File: config.mk
export PLATFORM = sky130hd
export DESIGN_NAME = cmh_cordic
export DESIGN_NICKNAME = d
export VERILOG_FILES = /design/src/rtl/core/cmh_pkg.sv /design/src/rtl/core/cmh_cordic.sv
export SDC_FILE = /design/constraint.sdc
export NUM_CORES = 2
export LEC_CHECK = 0
export ABC_CLOCK_PERIOD_IN_PS = 7230
export BUFFER_PORTS_ARGS = -buffer_cell sky130_fd_sc_hd__buf_2
export CAP_MARGIN = 20
export CELL_PAD_IN_SITES_DETAIL_PLACEMENT = 2
export CELL_PAD_IN_SITES_GLOBAL_PLACEMENT = 2
export CORE_UTILIZATION = 46
export DETAILED_ROUTE_END_ITERATION = 10
export GPL_ROUTABILITY_DRIVEN = 1
export MAX_ROUTING_LAYER = met4
export PLACE_DENSITY_LB_ADDON = 0.1
export SYNTH_ARGS = -nofsm -noshare
export SYNTH_HDL_FRONTEND = slang
export SYNTH_SLANG_ARGS = --single-unit
File: constraint.sdc
create_clock -name clock -period 7.23 [get_ports clock]
set_input_delay 0.3615 -clock clock [delete_from_list [all_inputs] [get_ports clock]]
set_output_delay 0.3615 -clock clock [all_outputs]
set_load 0.01 [all_outputs]
File: src/rtl/core/cmh_pkg.sv
`timescale 1ns / 1ps
package cmh_pkg;

   // Default build-time settings
   localparam int DEF_ANGLE_STEPS   = 16;
   localparam int DEF_FRACTION_BITS = 16;

   // Field and register widths
   localparam int AXIS_W     = 16;
   localparam int SCALE_W    = 12;
   localparam int SCALE_FRAC = 8;
   localparam int PROD_W     = AXIS_W + SCALE_W + 1;
   localparam int MAG_W      = 20;
   localparam int HEAD_W     = 19;
   localparam int DEG_W      = 16;
   localparam int A16_W      = 20;

   // CORDIC datapath
   localparam int GUARD_SHIFT = 10;
   localparam int CORDIC_W    = MAG_W + GUARD_SHIFT + 4;
   localparam int ATAN_LEN    = 24;

   // Register map
   localparam int CSR_INDEX_W = 1;
   localparam int CSR_DATA_W  = 19;
   localparam logic [CSR_INDEX_W-1:0] CSR_FIELD_SCALE = 1'b0;
   localparam logic [CSR_INDEX_W-1:0] CSR_DECLINATION = 1'b1;
   localparam logic [SCALE_W-1:0]     FIELD_SCALE_RST = 12'd655;
   localparam logic [HEAD_W-1:0]      DECLINATION_RST = 19'd4822;

   // Angle constants
   localparam logic [HEAD_W-1:0] TWO_PI_Q16 = 19'd411775;
   localparam logic [HEAD_W-1:0] HEAD_MAX   = 19'd411774;
   localparam logic [28:0]       DEG_MUL    = 29'd480632043;

   localparam longint unsigned HALF_PI_Q30       = 64'd1686629713;
   localparam longint unsigned PI_Q30            = 64'd3373259426;
   localparam longint unsigned THREE_HALF_PI_Q30 = 64'd5059889139;
   localparam longint unsigned TWO_PI_Q30        = 64'd6746518852;

   localparam longint unsigned ATAN_Q30 [ATAN_LEN] = '{
      64'd843314857, 64'd497837829, 64'd263043837, 64'd133525159,
      64'd67021687,  64'd33543516,  64'd16775851,  64'd8388437,
      64'd4194283,   64'd2097149,   64'd1048576,   64'd524288,
      64'd262144,    64'd131072,    64'd65536,     64'd32768,
      64'd16384,     64'd8192,      64'd4096,      64'd2048,
      64'd1024,      64'd512,       64'd256,       64'd128
   };

   // How the final angle is formed from the CORDIC result
   typedef enum logic [2:0] {
      SEL_ZERO,
      SEL_HALF_PI,
      SEL_PI,
      SEL_THREE_HALF_PI,
      SEL_Q1,
      SEL_Q2,
      SEL_Q3,
      SEL_Q4
   } cmh_sel_type;

   typedef struct packed {
      logic [7:0] x_high_byte;
      logic [7:0] x_low_byte;
      logic [7:0] y_high_byte;
      logic [7:0] y_low_byte;
   } cmh_req_type;

   typedef struct packed {
      logic [HEAD_W-1:0] heading_radians;
      logic [DEG_W-1:0]  heading_degrees;
   } cmh_rsp_type;

   // Round a Q30 constant half up to Q(fb)
   function automatic longint unsigned q30_to_frac(input longint unsigned v, input int fb);
      return (v + (64'd1 << (29 - fb))) >> (30 - fb);
   endfunction

endpackage

File: src/rtl/core/cmh_cordic.sv
`timescale 1ns / 1ps
module cmh_cordic #(
   parameter int ANGLE_STEPS   = cmh_pkg::DEF_ANGLE_STEPS,
   parameter int FRACTION_BITS = cmh_pkg::DEF_FRACTION_BITS
) (
   input  logic                              clock,
   input  logic                              reset,
   input  logic                              in_valid,
   output logic                              in_ready,
   input  logic [cmh_pkg::MAG_W-1:0]         in_x_mag,
   input  logic [cmh_pkg::MAG_W-1:0]         in_y_mag,
   input  cmh_pkg::cmh_sel_type              in_sel,
   output logic                              out_valid,
   input  logic                              out_ready,
   output logic signed [FRACTION_BITS+2:0]   out_z,
   output cmh_pkg::cmh_sel_type              out_sel
);
   import cmh_pkg::*;

   localparam int ZW    = FRACTION_BITS + 3;
   localparam int STEPS = (ANGLE_STEPS < ATAN_LEN) ? ANGLE_STEPS : ATAN_LEN;

   logic signed [CORDIC_W-1:0] x_ff [0:STEPS-1];
   logic signed [CORDIC_W-1:0] y_ff [0:STEPS-1];
   logic signed [ZW-1:0]       z_ff [0:STEPS-1];
   cmh_sel_type                sel_ff [0:STEPS-1];
   logic                       vld_ff [0:STEPS-1];
   logic                       stage_ready [0:STEPS];

   assign stage_ready[STEPS] = out_ready;

   for (genvar k = 0; k < STEPS; k++) begin : g_stage
      localparam logic signed [ZW-1:0] ATAN_K = ZW'(q30_to_frac(ATAN_Q30[k], FRACTION_BITS));

      logic signed [CORDIC_W-1:0] x_cur;
      logic signed [CORDIC_W-1:0] y_cur;
      logic signed [ZW-1:0]       z_cur;
      cmh_sel_type                sel_cur;
      logic                       v_cur;
      logic signed [CORDIC_W-1:0] x_in;
      logic signed [CORDIC_W-1:0] y_in;
      logic signed [ZW-1:0]       z_in;

      if (k == 0) begin : g_first
         assign x_cur   = CORDIC_W'({in_x_mag, GUARD_SHIFT'(0)});
         assign y_cur   = CORDIC_W'({in_y_mag, GUARD_SHIFT'(0)});
         assign z_cur   = '0;
         assign sel_cur = in_sel;
         assign v_cur   = in_valid;
      end else begin : g_next
         assign x_cur   = x_ff[k-1];
         assign y_cur   = y_ff[k-1];
         assign z_cur   = z_ff[k-1];
         assign sel_cur = sel_ff[k-1];
         assign v_cur   = vld_ff[k-1];
      end

      assign stage_ready[k] = !vld_ff[k] || stage_ready[k+1];

      // Rotate towards the X axis, steering by the sign of Y
      always_comb begin
         if (!y_cur[CORDIC_W-1]) begin
            x_in = x_cur + (y_cur >>> k);
            y_in = y_cur - (x_cur >>> k);
            z_in = z_cur + ATAN_K;
         end else begin
            x_in = x_cur - (y_cur >>> k);
            y_in = y_cur + (x_cur >>> k);
            z_in = z_cur - ATAN_K;
         end
      end

      always_ff @(posedge clock) begin
         if (reset) begin
            vld_ff[k] <= 1'b0;
         end else if (stage_ready[k]) begin
            vld_ff[k] <= v_cur;
         end
      end

      always_ff @(posedge clock) begin
         if (stage_ready[k]) begin
            x_ff[k]   <= x_in;
            y_ff[k]   <= y_in;
            z_ff[k]   <= z_in;
            sel_ff[k] <= sel_cur;
         end
      end
   end

   assign in_ready  = stage_ready[0];
   assign out_valid = vld_ff[STEPS-1];
   assign out_z     = z_ff[STEPS-1];
   assign out_sel   = sel_ff[STEPS-1];

endmodule

==> qor.txt <==
======================================================================================================
Result of the run                                                                         finished clean
Routed length per instance                                                                     27.5 µm
Net count after synthesis                                                                        11166
Worst flop-to-flop path startpoint                                                        x_ff[0][214]
Worst Clk Skew                                                                               0.0662 ns
CTS tree                                                                                           yes
Post-placement cell count                                                                        12780
Slew @ Worst Pin                                                                               1.19 ns
Kind of start point of the critical path                                                      register
Standard-cell row count                                                                            167
Combined area of the multi-input logic cells                                                 58300 µm²
Synthesis warning total                                                                              0
Post-synth EDFFs                                                                                  1186
Most common cell after layout, fill and taps aside                                        sky130_fd_sc_hd__edfxtp_1
Starting density of the core                                                                     0.464
Storage element area                                                                         35600 µm²
CTS Root Cell                                                                             sky130_fd_sc_hd__clkbuf_16
Gpl congestion                                                                                   0.947
Stage delay of the slowest cell on the critical path                                           0.81 ns
CP Data Required Time                                                                          7.79 ns
Remaining antenna violation count                                                                    0
Horizontal die dimension                                                                        459 µm
Flops & latches, synth                                                                            1186
Post-DP HPWL                                                                                 279000 µm
Overall die area                                                                            211000 µm²
Worst setup path startpoint                                                               x_ff[0][214]
Iteration count of the initial detailed-routing pass                                                 5
Syn_area_per_cell                                                                             9.61 µm²
Final global-route overflow total                                                                    0
Max-slew violation count                                                                             0
Buffers inserted by post-CTS timing repair                                                           0
Die H                                                                                           459 µm
Worst relative slew slack                                                                        0.205
Startpoint of the worst hold path                                                          in_x_mag[1]
Most used flip-flop cell after synthesis                                                  sky130_fd_sc_hd__edfxtp_1
CTS Buffer Depth                                                                                     3
Crit end category                                                                             register
Wirelength, routed                                                                           359000 µm
Clock period minus final worst setup slack                                                     5.77 ns
Async set-or-reset flop fraction in the synthesized netlist                                          0
Post-synthesis cell type count                                                                      84
Number of global-route vias before repair                                                        88458
Overall via count from detail_route                                                              80680
Non-filler instance count after layout                                                           13072
Destination of the worst hold path                                                         y_ff[0][11]
Commonest cells after routing, fill and taps aside                                        1186 x sky130_fd_sc_hd__edfxtp_1, 1073 x sky130_fd_sc_hd__ha_1, 1050 x sky130_fd_sc_hd__a21oi_1
Critical path start-end classification                                                    register to register
Largest net degree at the start of global routing                                                   87
Top achievable clock speed                                                                   0.173 GHz
Sink Count                                                                                        1186
Clock transition at the register clock pins on the worst setup and hold paths after CTS        0.06 ns
Post-layout nets                                                                                 11311
Buffers on Ports                                                                                    69
Critical path, cell by cell                                                               nor3_1 -> nand2b_1 -> or3_1 -> nor2_1 -> nand3b_1 -> nor4_1 -> a21oi_1 -> xor2_1 -> ha_1 -> and4_1 -> nand2_1 -> or2_2 -> o21ai_0 -> a31oi_1 -> a21oi_1 -> a2111oi_0 -> o31ai_1 -> o21a_1 -> nor2_1 -> xnor2_1
Setup violations, final                                                                              0
Top-level port count                                                                                71
Global-route wire length before repair                                                       547000 µm
Fin Setup TNS                                                                                     0 ns
Share of the cycle needed by the critical path after routing                                     0.798
GRT Util Overall                                                                                 0.343
Worst reg2reg path depth                                                                            20
Hold Violations, Final                                                                               0
Initial antenna violation count                                                                     19
Avg Vias per Cell                                                                                 6.17
Number of inserted filler cells in the final layout                                              21775
Instance count of the mapped netlist                                                             10011
Clock buffers created by TritonCTS                                                                 148
Number of DRC violations after detailed routing                                                      0
Maxcap violations                                                                                    0
Synth Cell Area                                                                              96200 µm²
Instance count along the most critical hold path                                                     3
RSZ-0062 raised after global routing                                                             false
Reg-to-reg endpoint                                                                       y_ff[0][271]
Detailed Route Iter0 Violations                                                                   5450
Clock latency of the later-clocked register in the worst-skew pair                             0.85 ns
Setup slack of the most critical reg-to-reg path                                               1.46 ns
Area growth from synthesis to final layout                                                       9.30%
Data arrival at the endpoint of the critical path                                              6.33 ns
Standard cell core area                                                                     207000 µm²
Tightest Hold Check Type                                                                  primary input to register
Share of cells above drive strength 1                                                           0.0441
Slowest CP cell                                                                           sky130_fd_sc_hd__nor4_1
H-Tree Depth                                                                                         4
Post-synthesis sequential area ratio                                                             0.370
Largest fanout on the critical path                                                                  6
======================================================================================================
## synthesized netlist by cell type, types with 36 or more instances
master / number / share of area
sky130_fd_sc_hd__nand3_1: 173 / 0.0090
sky130_fd_sc_hd__o41ai_1: 46 / 0.0042
sky130_fd_sc_hd__clkbuf_1: 116 / 0.0045
sky130_fd_sc_hd__ha_1: 1073 / 0.14
sky130_fd_sc_hd__or3_1: 61 / 0.0040
sky130_fd_sc_hd__a211oi_1: 76 / 0.0059
sky130_fd_sc_hd__a21o_1: 413 / 0.032
sky130_fd_sc_hd__xor2_1: 495 / 0.045
sky130_fd_sc_hd__nand4_1: 52 / 0.0034
sky130_fd_sc_hd__o21ai_0: 386 / 0.020
sky130_fd_sc_hd__nor4_1: 94 / 0.0061
sky130_fd_sc_hd__nand2_1: 523 / 0.020
sky130_fd_sc_hd__nor3_1: 268 / 0.014
sky130_fd_sc_hd__and2_1: 66 / 0.0043
sky130_fd_sc_hd__a21boi_0: 53 / 0.0041
sky130_fd_sc_hd__a21oi_1: 1050 / 0.055
sky130_fd_sc_hd__nand2b_1: 152 / 0.0099
sky130_fd_sc_hd__nor2_1: 1015 / 0.040
sky130_fd_sc_hd__edfxtp_1: 1186 / 0.37
sky130_fd_sc_hd__and3_1: 101 / 0.0066
sky130_fd_sc_hd__o21a_1: 134 / 0.010
sky130_fd_sc_hd__a31oi_1: 106 / 0.0069
sky130_fd_sc_hd__o21bai_1: 130 / 0.010
sky130_fd_sc_hd__xnor2_1: 1001 / 0.091
sky130_fd_sc_hd__o31ai_1: 36 / 0.0028
sky130_fd_sc_hd__nor2b_1: 151 / 0.0098
sky130_fd_sc_hd__o211ai_1: 37 / 0.0029
sky130_fd_sc_hd__inv_1: 502 / 0.020
## worst max path at each step
stage	to	slack (ns)	cells past startpoint
floorplan	vld_ff[0][0]	2.48	9
global placement	y_ff[0][168]	1.72	16
detailed placement	y_ff[0][168]	1.53	16
CTS	in_ready	1.01	10
global route	y_ff[0][271]	0.99	20
finish	y_ff[0][271]	1.46	20
## layer usage
metal	GRT usage	routed length (µm)	part of all wire
met5	-	0	0
met2	0.597	181000	0.51
met4	0.126	14200	0.039
met1	0.408	149000	0.41
met3	0.0370	14700	0.041
## metrics by stage
stage / hold WS, ns / utilization / setup slack, ns / area [µm²]
3_3_place_gp: 0.401 / 0.482 / 1.72 / 99900
6_report: 0.0503 / 0.507 / 1.46 / 105000
3_5_place_dp: 0.406 / 0.482 / 1.53 / 99900
4_1_cts: 0.0140 / 0.506 / 1.01 / 105000
5_1_grt: 0.0544 / 0.507 / 0.990 / 105000
2_1_floorplan: 0.400 / - / 2.48 / 96200
## critical path, delay by kind of cell, from the launching register on
| family | cells | cell delay [ns] |
|---|---|---|
| xor gates and xnor gates | 2 | 0.31 |
| DFF | 1 | 0.45 |
| and+or+nand+nor | 10 | 2.61 |
| AOI/OAI and AO/OA | 7 | 1.70 |
| adders and majority gates | 1 | 0.39 |
## registers in the layout (all words and copies together), names as in the netlist
signal,cells
vld_ff,16
sel_ff,48
y_ff,442
x_ff,426
z_ff,254
## area by class of cell
cell class                 count  area share
multi-input combinational   8186       0.554
sequential                  1186       0.339
clock buffer                 167      0.0359
tap                         2788      0.0332
inverter                     506      0.0181
clock inverter               104      0.0120
timing repair buffer         128     0.00823
antenna                        7    0.000167
## cell families after synthesis
logic type | synth area share
AO/OA/AOI/OAI | 0.177
XOR/XNOR | 0.136
adder cells (fa/ha/maj) | 0.147
buffers and inverters | 0.0251
flip-flops | 0.370
multiplexers | 0.00554
other | 0.0000390
AND/OR/NAND/NOR | 0.140
## what timing repair did
action / in CTS / in global routing
endpoints found under the hold margin: 8 / 0
gates resized for setup: 0 / 0
hold buffers: 9 / 0
Power is not shown: default switching activity piles up to over one toggle a cycle in this logic, so the estimate is an artifact.
